==> src/design/bclp_pkg.sv <==
// ============================================================================
// bclp_pkg
// Shared types and constants for the button click / long-press detector.
// ============================================================================
package bclp_pkg;

    localparam int COUNT_BITS     = 8;
    localparam int TIMER_BITS     = 24;
    localparam int DEBOUNCE_BITS  = 16;
    localparam int THRESH_BITS    = 24;
    localparam int CFG_INDEX_BITS = 4;
    localparam int CFG_DATA_BITS  = 24;
    localparam int PRESS_OUT_BITS = 8;
    // common width for threshold compares, wider than the timer and threshold fields
    localparam int CMP_BITS       = 33;

    typedef enum logic [CFG_INDEX_BITS-1:0] {
        REG_DEBOUNCE_TICKS   = 4'd0,
        REG_LONG_PRESS_TICKS = 4'd1,
        REG_CLICK_GAP_TICKS  = 4'd2,
        REG_PRESSED_LEVEL    = 4'd3
    } reg_index_t;

    localparam logic EVENT_SHORT = 1'b0;
    localparam logic EVENT_LONG  = 1'b1;

    localparam logic [DEBOUNCE_BITS-1:0] DEBOUNCE_RESET   = 16'd50;
    localparam logic [THRESH_BITS-1:0]   LONG_PRESS_RESET = 24'd1500;
    localparam logic [THRESH_BITS-1:0]   CLICK_GAP_RESET  = 24'd500;
    localparam logic                     PRESSED_RESET    = 1'b0;

    typedef struct packed {
        logic [DEBOUNCE_BITS-1:0] debounce_ticks;
        logic [THRESH_BITS-1:0]   long_press_ticks;
        logic [THRESH_BITS-1:0]   click_gap_ticks;
        logic                     pressed_level;
    } cfg_t;

    typedef struct packed {
        logic                      event_kind;
        logic [PRESS_OUT_BITS-1:0] press_count;
    } result_t;

endpackage

==> src/design/bclp_cfg_regs.sv <==
// ============================================================================
// bclp_cfg_regs
// Configuration register file; unknown indexes are ignored.
// ============================================================================
module bclp_cfg_regs (
    input  logic                                 aclk,
    input  logic                                 aresetn,
    input  logic                                 cfg_valid,
    output logic                                 cfg_ready,
    input  logic [bclp_pkg::CFG_INDEX_BITS-1:0]  cfg_index,
    input  logic [bclp_pkg::CFG_DATA_BITS-1:0]   cfg_data,
    output bclp_pkg::cfg_t                       cfg
);

    bclp_pkg::cfg_t cfg_reg;
    bclp_pkg::cfg_t cfg_next;

    assign cfg_ready = 1'b1;
    assign cfg       = cfg_reg;

    always_comb begin
        cfg_next = cfg_reg;
        if (cfg_valid) begin
            unique case (cfg_index)
                bclp_pkg::REG_DEBOUNCE_TICKS:
                    cfg_next.debounce_ticks = cfg_data[bclp_pkg::DEBOUNCE_BITS-1:0];
                bclp_pkg::REG_LONG_PRESS_TICKS:
                    cfg_next.long_press_ticks = cfg_data[bclp_pkg::THRESH_BITS-1:0];
                bclp_pkg::REG_CLICK_GAP_TICKS:
                    cfg_next.click_gap_ticks = cfg_data[bclp_pkg::THRESH_BITS-1:0];
                bclp_pkg::REG_PRESSED_LEVEL:
                    cfg_next.pressed_level = cfg_data[0];
                default: ;
            endcase
        end
    end

    always_ff @(posedge aclk) begin
        if (!aresetn) begin
            cfg_reg.debounce_ticks   <= bclp_pkg::DEBOUNCE_RESET;
            cfg_reg.long_press_ticks <= bclp_pkg::LONG_PRESS_RESET;
            cfg_reg.click_gap_ticks  <= bclp_pkg::CLICK_GAP_RESET;
            cfg_reg.pressed_level    <= bclp_pkg::PRESSED_RESET;
        end else begin
            cfg_reg <= cfg_next;
        end
    end

endmodule

==> src/design/bclp_core.sv <==
// ============================================================================
// bclp_core
// Debounce, press counting and event decision, one tick per accepted request.
// ============================================================================
module bclp_core (
    input  logic              aclk,
    input  logic              aresetn,
    input  logic              tick,
    input  logic              level,
    input  bclp_pkg::cfg_t    cfg,
    output logic              res_valid,
    output bclp_pkg::result_t res
);

    localparam logic [bclp_pkg::TIMER_BITS-1:0]    TIMER_MAX = '1;
    localparam logic [bclp_pkg::COUNT_BITS-1:0]    COUNT_MAX = '1;
    localparam logic [bclp_pkg::DEBOUNCE_BITS-1:0] DEB_MAX   = '1;
    localparam logic [bclp_pkg::CMP_BITS-1:0]      PRESS_SAT = bclp_pkg::CMP_BITS'(255);

    logic                               stable_reg,   stable_next;
    logic [bclp_pkg::DEBOUNCE_BITS-1:0] deb_reg,      deb_next;
    logic [bclp_pkg::TIMER_BITS-1:0]    elapsed_reg,  elapsed_next;
    logic [bclp_pkg::COUNT_BITS-1:0]    pending_reg,  pending_next;

    logic [bclp_pkg::TIMER_BITS-1:0]    elapsed_inc;
    logic [bclp_pkg::DEBOUNCE_BITS-1:0] deb_inc;
    logic [bclp_pkg::CMP_BITS-1:0]      elapsed_w;

    assign elapsed_inc = (elapsed_reg == TIMER_MAX) ? elapsed_reg : elapsed_reg + 1'b1;
    assign deb_inc     = (deb_reg == DEB_MAX) ? deb_reg : deb_reg + 1'b1;
    assign elapsed_w   = bclp_pkg::CMP_BITS'(elapsed_inc);

    always_comb begin
        stable_next     = stable_reg;
        deb_next        = deb_reg;
        elapsed_next    = elapsed_reg;
        pending_next    = pending_reg;
        res_valid       = 1'b0;
        res.event_kind  = bclp_pkg::EVENT_SHORT;
        res.press_count = (bclp_pkg::CMP_BITS'(pending_reg) > PRESS_SAT) ? 8'hFF :
                          bclp_pkg::PRESS_OUT_BITS'(pending_reg);
        if (tick) begin
            elapsed_next = elapsed_inc;
            if (level != stable_reg) begin
                deb_next = deb_inc;
                if (deb_inc >= cfg.debounce_ticks) begin
                    // edge accepted
                    stable_next  = level;
                    elapsed_next = '0;
                    deb_next     = '0;
                    if (level == cfg.pressed_level && pending_reg != COUNT_MAX)
                        pending_next = pending_reg + 1'b1;
                end
            end else begin
                deb_next = '0;
                if (pending_reg != '0) begin
                    if (stable_reg == cfg.pressed_level) begin
                        if (elapsed_w >= bclp_pkg::CMP_BITS'(cfg.long_press_ticks)) begin
                            res_valid       = 1'b1;
                            res.event_kind  = bclp_pkg::EVENT_LONG;
                            res.press_count = bclp_pkg::PRESS_OUT_BITS'(1);
                            pending_next    = '0;
                        end
                    end else if (elapsed_w >= bclp_pkg::CMP_BITS'(cfg.click_gap_ticks)) begin
                        res_valid    = 1'b1;
                        pending_next = '0;
                    end
                end
            end
        end
    end

    always_ff @(posedge aclk) begin
        if (!aresetn) begin
            stable_reg  <= ~bclp_pkg::PRESSED_RESET;
            deb_reg     <= '0;
            elapsed_reg <= '0;
            pending_reg <= '0;
        end else begin
            stable_reg  <= stable_next;
            deb_reg     <= deb_next;
            elapsed_reg <= elapsed_next;
            pending_reg <= pending_next;
        end
    end

endmodule

==> src/design/bclp_out_buf.sv <==
// ============================================================================
// bclp_out_buf
// Result register with a skid stage; ready drops only when both are full.
// ============================================================================
module bclp_out_buf (
    input  logic              aclk,
    input  logic              aresetn,
    input  logic              push,
    input  bclp_pkg::result_t push_data,
    output logic              can_push,
    output logic              m_valid,
    input  logic              m_ready,
    output bclp_pkg::result_t m_data
);

    logic              out_valid_reg,  out_valid_next;
    logic              skid_valid_reg, skid_valid_next;
    bclp_pkg::result_t out_reg,        out_next;
    bclp_pkg::result_t skid_reg,       skid_next;
    logic              take;

    assign take     = out_valid_reg & m_ready;
    assign m_valid  = out_valid_reg;
    assign m_data   = out_reg;
    assign can_push = ~skid_valid_reg;

    always_comb begin
        out_valid_next  = out_valid_reg;
        skid_valid_next = skid_valid_reg;
        out_next        = out_reg;
        skid_next       = skid_reg;
        if (take) begin
            if (skid_valid_reg) begin
                out_next        = skid_reg;
                skid_valid_next = push;
                skid_next       = push_data;
            end else begin
                out_valid_next = push;
                out_next       = push_data;
            end
        end else if (!out_valid_reg) begin
            out_valid_next = push;
            out_next       = push_data;
        end else if (push) begin
            skid_valid_next = 1'b1;
            skid_next       = push_data;
        end
    end

    always_ff @(posedge aclk) begin
        if (!aresetn) begin
            out_valid_reg  <= 1'b0;
            skid_valid_reg <= 1'b0;
        end else begin
            out_valid_reg  <= out_valid_next;
            skid_valid_reg <= skid_valid_next;
        end
        out_reg  <= out_next;
        skid_reg <= skid_next;
    end

endmodule

==> src/design/button_click_long_press_detect_top.sv <==
// ============================================================================
// button_click_long_press_detect_top
// Debounced button with multi-click and long-press event detection.
// ============================================================================
//
//  channel  | handshake             | payload
//  ---------+-----------------------+-------------------------------------
//  input    | s_valid / s_ready     | s_button_level (one tick per request)
//  result   | m_valid / m_ready     | m_event_kind, m_press_count
//  config   | cfg_valid / cfg_ready | cfg_index, cfg_data
//
//  One request per cycle while s_ready is high: the core updates its counters
//  in a single pass and its result is registered in the output register or skid.
//  s_ready stays high unless both the output register and the skid stage
//  hold results, i.e. the result side has stalled for more than one result.
//  Synchronous active-low reset restores register defaults, sets the stable
//  level to released and clears all counters and buffered results.
//  cfg_ready is always high; writes take effect on the next cycle.
//
module button_click_long_press_detect_top (
    input  logic                                aclk,
    input  logic                                aresetn,
    // input ticks
    input  logic                                s_valid,
    output logic                                s_ready,
    input  logic                                s_button_level,
    // result events
    output logic                                m_valid,
    input  logic                                m_ready,
    output logic                                m_event_kind,
    output logic [bclp_pkg::PRESS_OUT_BITS-1:0] m_press_count,
    // configuration writes
    input  logic                                cfg_valid,
    output logic                                cfg_ready,
    input  logic [bclp_pkg::CFG_INDEX_BITS-1:0] cfg_index,
    input  logic [bclp_pkg::CFG_DATA_BITS-1:0]  cfg_data
);

    bclp_pkg::cfg_t    cfg;
    bclp_pkg::result_t core_res;
    bclp_pkg::result_t out_res;
    logic              core_res_valid;
    logic              tick;

    // a request is one tick of the detector
    assign tick = s_valid & s_ready;

    bclp_cfg_regs u_cfg (
        .aclk      (aclk),
        .aresetn   (aresetn),
        .cfg_valid (cfg_valid),
        .cfg_ready (cfg_ready),
        .cfg_index (cfg_index),
        .cfg_data  (cfg_data),
        .cfg       (cfg)
    );

    bclp_core u_core (
        .aclk      (aclk),
        .aresetn   (aresetn),
        .tick      (tick),
        .level     (s_button_level),
        .cfg       (cfg),
        .res_valid (core_res_valid),
        .res       (core_res)
    );

    // result register plus skid keeps ticks flowing through a one-deep stall
    bclp_out_buf u_out (
        .aclk      (aclk),
        .aresetn   (aresetn),
        .push      (core_res_valid),
        .push_data (core_res),
        .can_push  (s_ready),
        .m_valid   (m_valid),
        .m_ready   (m_ready),
        .m_data    (out_res)
    );

    assign m_event_kind  = out_res.event_kind;
    assign m_press_count = out_res.press_count;

endmodule

==> config.mk <==
export PLATFORM = sky130hd
export DESIGN_NAME = button_click_long_press_detect_top
export DESIGN_NICKNAME = d
export VERILOG_FILES = /design/src/design/bclp_pkg.sv /design/src/design/bclp_cfg_regs.sv /design/src/design/bclp_core.sv /design/src/design/bclp_out_buf.sv /design/src/design/button_click_long_press_detect_top.sv
export SDC_FILE = /design/constraint.sdc
export NUM_CORES = 1
export LEC_CHECK = 0
export BUFFER_PORTS_ARGS = -buffer_cell sky130_fd_sc_hd__buf_2
export CAP_MARGIN = 10
export CORE_MARGIN = 3
export CORE_UTILIZATION = 62
export CTS_CLUSTER_SIZE = 8
export DETAILED_ROUTE_END_ITERATION = 8
export HOLD_SLACK_MARGIN = 0.1
export PLACE_DENSITY = 0.85
export SYNTH_ARGS = -nofsm -noshare
export SYNTH_HDL_FRONTEND = slang
export SYNTH_SLANG_ARGS = --single-unit
==> constraint.sdc <==
create_clock -name aclk -period 4.6 [get_ports aclk]
set_input_delay 0.92 -clock aclk [delete_from_list [all_inputs] [get_ports aclk]]
set_output_delay 0.92 -clock aclk [all_outputs]
set_load 0.005 [all_outputs]
; ---- Word level (Yosys, flattened, before mapping)
; Cells that the tools add are included.
[totals]
out_inout_bits = 12
ff_bits = 134
word_cells = 91
input_bits = 34
[classes]
mux = 38
addsub = 3
bitwise_logic = 3
reduce_logical = 15
n_lt_le_gt_ge = 3
n_eq_ne = 15
[ops]
columns = operator, n
row1 = 9-bit 2-to-1 mux, 12
row2 = 24-bit 2-to-1 mux, 3
row3 = 8-bit 2-to-1 mux, 7
row4 = 24-bit >= comparator, 2
row5 = 16-bit 2-to-1 mux, 3
row6 = "24-bit by 1-bit adder with 24-bit output, second input constant", 1
row7 = "24-bit == test, second input constant", 1
row8 = "16-bit by 1-bit adder with 16-bit output, second input constant", 1
row9 = "16-bit == test, second input constant", 1
row10 = 16-bit >= comparator, 1
row11 = 1-bit 2-to-1 mux, 13
row12 = 2-bit AND reduction, 5
row13 = "8-bit by 1-bit adder with 8-bit output, second input constant", 1
row14 = "4-bit by 2-bit == test with 1-bit output, second input constant", 2
row15 = "2-bit inequality test, second input constant", 4
row16 = "8-bit inequality test, second input constant", 1
row17 = 8-bit nonzero test, 1
row18 = 3-bit AND reduction, 2
row19 = 6-bit AND reduction, 1
row20 = 2-bit nonzero test, 3
row21 = "4-bit by 1-bit == test with 1-bit output, second input constant", 1
row22 = 4-bit logical NOT, 1
row23 = "3-bit by 2-bit inequality test with 1-bit output, second input constant", 1
row24 = 3-bit nonzero test, 1
row25 = 6 further kinds, 8

; ---- Longest topological paths before layout
[depth]
ltp_word = 11
ltp_mapped = 16

; ---- Modules after synthesis
; Synthesis repeated with hierarchy kept, for this count alone.
[hier_totals]
cells_unflattened = 911
area_unflattened_um2 = 8081.5
[modules_own_cells]
columns = module, area_each_um2, seq_area_each_um2, cells_each, n_inst
row1 = bclp_core, 4740.8, 980.9, 617, 1
row2 = bclp_cfg_regs, 2570.0, 1301.2, 253, 1
row3 = bclp_out_buf, 764.5, 580.6, 40, 1
row4 = button_click_long_press_detect_top, 6.3, 0.0, 1, 1

; ---- Worst setup path after synthesis
; Ideal clock, no wire load.
[synth_path]
path_kind = flip-flop to flip-flop
from = register u_core.elapsed_reg[2] (netlist bit)
to = register u_out.skid_reg[0] (netlist bit) (enable)
t_arrival_ns = 3.360
path_stages_with_launch = 15
setup_slack_ns = 0.909
synth_period_minus_slack_ns = 3.691
required_ns = 4.269
path_cell_list = dfxtp_1 nand4_4 nor4_4 nand2_2 a21oi_4 nand3_2 xnor2_1 ha_1 nand4_1 nor3_1 nand4_1 a211oi_1 nor3b_1 nor4_1 a21o_1
[synth_between]
elab_chain_len = 10
elab_cells_between_ends = 13
cone_classes = add/sub: 1 / order compare: 2 / eq/ne: 1 / mux: 7 / reduce/logical: 2
[synth_rtl]
columns = item, line_no
row1 = "start, declared", bclp_core.sv:22  ; logic [bclp_pkg::TIMER_BITS-1:0] elapsed_reg, elapsed_next;
row2 = "start signal, assigned", bclp_core.sv:82  ; elapsed_reg <= elapsed_next;
row3 = 24-bit by 1-bit adder with 24-bit output or 24-bit == test (tied branches), bclp_core.sv:29  ; assign elapsed_inc = (elapsed_reg == TIMER_MAX) ? elapsed_reg : elapsed_reg + 1'b1;
row4 = 24-bit 2-to-1 mux (*), bclp_core.sv:29
row5 = "24-bit >= comparator, on equally long branches", "bclp_core.sv:64, bclp_core.sv:58"
row6 = "1-bit 2-to-1 mux, on equally long branches", "bclp_core.sv:64, bclp_core.sv:58"
row7 = 1-bit 2-to-1 mux (*), bclp_core.sv:57  ; if (stable_reg == cfg.pressed_level) begin
row8 = 1-bit 2-to-1 mux (*), bclp_core.sv:56  ; if (pending_reg != '0) begin
row9 = 1-bit 2-to-1 mux (*), bclp_core.sv:44  ; if (level != stable_reg) begin
row10 = 1-bit 2-to-1 mux (*), bclp_core.sv:42  ; if (tick) begin
row11 = 2-bit nonzero test (no source line) (*), n/a
row12 = 3-bit AND reduction (no source line) (*), n/a
row13 = "end signal, assigned", bclp_out_buf.sv:59  ; skid_reg <= skid_next;
row14 = "end, declared", bclp_out_buf.sv:19  ; bclp_pkg::result_t skid_reg, skid_next;
; Every way passes the cells marked *; elsewhere a longest branch is shown, timed or not.
; A chain may end at the register's enable or synchronous reset.

; ---- Worst setup path after layout
[layout_path]
from = register u_core.elapsed_reg[6] (netlist bit)
to = register u_out.skid_reg[8] (netlist bit) (enable)
; Same word-level chain as after synthesis.

==> summary.txt <==
Outcome
  – Status: complete, no violations

Setup path
  – Crit path required time: 4.69 ns
  – CP peak stage delay: roughly 0.48 ns
  – CP Cell Sequence: nand4_1, nor4_4, nand2_2, a21oi_4, nand2_1, xnor2_1, ha_1, nand4_1, nor4_1, nand4_1, a21oi_1, nor3_1, nor4_2, a21o_1
  – CP delay by family, top: simple AND/OR/NAND/NOR gates
  – CP Data Arrival Time: 4.40 ns
  – Top cell by count, worst path: nand4_1
  – Kind of critical path: reg2reg
  – WP buf/inv: 0
  – Setup crit end kind: flip-flop
  – Crit-path max FO: 9
  – Worst path slowest cell: nor4_4
  – R2r setup slk: between 0.2 and 0.3 ns
  – CP startpoint kind: flip-flop

Yosys
  – Synth top cells by count: nand2_1 (178), dfxtp_1 (116), inv_1 (71)
  – Most common cell in the netlist: nand2_1
  – Yosys reg bits: roughly 130
  – Cell taking the most area after synthesis: dfxtp_1
  – Seq/Total Area, Yosys: 0.361
  – Synth top area share: 0.293
  – Area contributors post-synth: dfxtp_1 (29%), ha_1 (11%), nand2_1 (8.4%)
  – Mean post-synth cell area: roughly 8.4 um2
  – Async S/R FF share, synth: 0
  – Post-Syn Instances: about 940
  – Yosys Warn Count: 0
  – Mapped Nets: between 1k and 1.5k
  – Cell area after synthesis: between 7000 and 8000 um2
  – Number of synthesized flops with an enable pin: 18
  – Top FF cell, synth: dfxtp_1
  – Synth unique cells: 73

STA
  – Slew @ Worst Pin: 1.18 ns
  – Final setup viols: 0
  – Max transition margin: 0.213
  – Fin Setup TNS: 0 ns
  – Max Clk Rate: about 0.23 GHz
  – Setup Skew: about 0.011 ns
  – Fin. max-slew vios: 0
  – Tmin final: between 4 and 5 ns
  – Fin. Hold Viols: 0
  – Final period util: 0.935

Flow run
  – Max-cap viol count: 0

Floorplan
  – Core Region: 12300 um2
  – # IOs: 46
  – Die area: ~14000 um2
  – DIE WIDTH: ~120 um
  – Core Rows: 40
  – Starting density of the core: 0.646
  – Die height: around 120 um

Cells and area
  – Finished Core Util: 0.725
  – Post-route insts no fill: between 1k and 1.5k
  – Max reg flops: 65
  – Layout cell share with drive strength beyond 1: 0.120
  – Fin nets: ~1.1k
  – Syn-to-layout area delta: 12.2%
  – # diodes: 0

Placement
  – DP Cell Count: 1124
  – Hpwl dp: ~13000 um
  – IO Port Bufs: 44
  – Final GP Congestion: a little under 0.9

Drt
  – Post-route antenna net violation count: 0
  – Initial DRC count: approximately 570
  – Via density: 5.86
  – DR pass1 iterations: 5
  – Drt drc: 0
  – Vias: 6778
  – Detailed Route WL: approximately 19000 um
  – Wire length per cell: 16.4 um

Global routing
  – Gr usage total: 0.276
  – Pin count of the biggest net entering global routing: 50
  – GRT Max-Usage Layer: met2
  – Vias in the first global route: about 6.6k
  – Met3 Usage GRT: 0.0632
  – GRT overflow: 0
  – First-pass GRT wire length: approximately 31000 um
  – M1 GR Usage: 0.322
  – Met2 Usage GRT: 0.473
  – Initial antenna violation count: 0

Clock tree
  – Skew-Pair Late Insertion Delay: ~0.43 ns
  – CTS max path bufs: 2
  – TritonCTS clock tree: built
  – Post-CTS Hold Fix Bufs: 0
  – Cts bufs inserted: 17
  – CTS clock-pin slew for the worst setup and hold paths: 0.06 ns
  – Root buffer cell: clkbuf_16
  – Clk sinks: 134
  – # H-tree levels: 4

Pwr
  – Power per Cell Area: about 310 nW/um2
  – Peak VDD IR: around 0.24 mV
  – Leak Pwr: 3.71 nW

Min path
  – Min-delay worst type: reg2reg
cells by family (layout without fill, tap and decap cells):
logic type / count (synthesis) / in the layout / synth area share
xor+xnor: 45 / 45 / 0.0507
compound gates: 204 / 204 / 0.184
simple gates: 376 / 376 / 0.232
flops: 134 / 134 / 0.361
buf+inv: 110 / 154 / 0.0554
fa+ha+maj: 68 / 68 / 0.107
mux: 6 / 6 / 0.00837
other cells: 1 / 1 / 0.000473
worst register-to-register path: cells and delay by family, from the launching register on:
family	cells	cell delay, ns
flops	1	0.42
compound gates	3	0.72
fa+ha+maj	1	0.21
simple gates	9	2.26
xor+xnor	1	0.37
power breakdown:
group / leakage [nW] / switching, mW / internal, mW
Clock: 0.301 / 0.517 / 0.909
Combinational: 2.29 / 0.0911 / 0.0490
Sequential: 1.12 / 0.00625 / 1.19
Total: 3.71 / 0.614 / 2.15
per-layer routing:
layer | routed length (um) | share of wire
met5 | 0 | 0
met4 | 798 | 0.042
met3 | 997 | 0.053
met2 | 9280 | 0.49
met1 | 7900 | 0.42
final cells by class:
| class | instances | area (um2) |
|---|---|---|
| clock buffers | 23 | 522 |
| well taps | 168 | 210 |
| clock inverters | 9 | 110 |
| repair buffers | 51 | 273 |
| inverters | 71 | 267 |
| multi-input cells | 700 | 4640 |
| fillers | 875 | 3370 |
| flip-flops and latches | 134 | 2860 |
final timing paths:
check	end	cells past startpoint	from
worst max-delay path	u_out.skid_reg[8]	14	u_core.elapsed_reg[6]
worst min-delay path	u_cfg.cfg[55]	2	u_cfg.cfg[55]
worst max register to register	u_out.skid_reg[8]	14	u_core.elapsed_reg[6]
worst min register to register	u_cfg.cfg[55]	2	u_cfg.cfg[55]
per-stage QoR:
stage	total power, mW	hold slack, ns	area [um2]	setup WS [ns]
floorplan	1.31	0.443	7920	0.909
global placement	1.36	0.451	8240	0.331
detailed placement	1.36	0.456	8240	0.0999
CTS	2.78	0.464	8870	0.125
global route	2.84	0.480	8890	-0.0000822
finish	2.77	0.461	8890	0.298
cells in the final DEF, fill, tap and decap left out, types with 20 or more instances in the layout:
cell	instances
buf_2	44
xnor2_1	25
nand4_1	27
a21boi_0	51
o21ai_0	31
nand3_1	27
nor2_1	45
nand2_1	178
inv_1	71
a21oi_1	34
dfxtp_1	116
ha_1	68
clkbuf_16	20
timing repair:
action,in CTS,in global routing
pin swaps,0,1
buffers inserted,0,0
endpoints found under the setup margin,9,30
gates resized for setup,1,3
No activity file was read; power rests on OpenSTA's default activity.
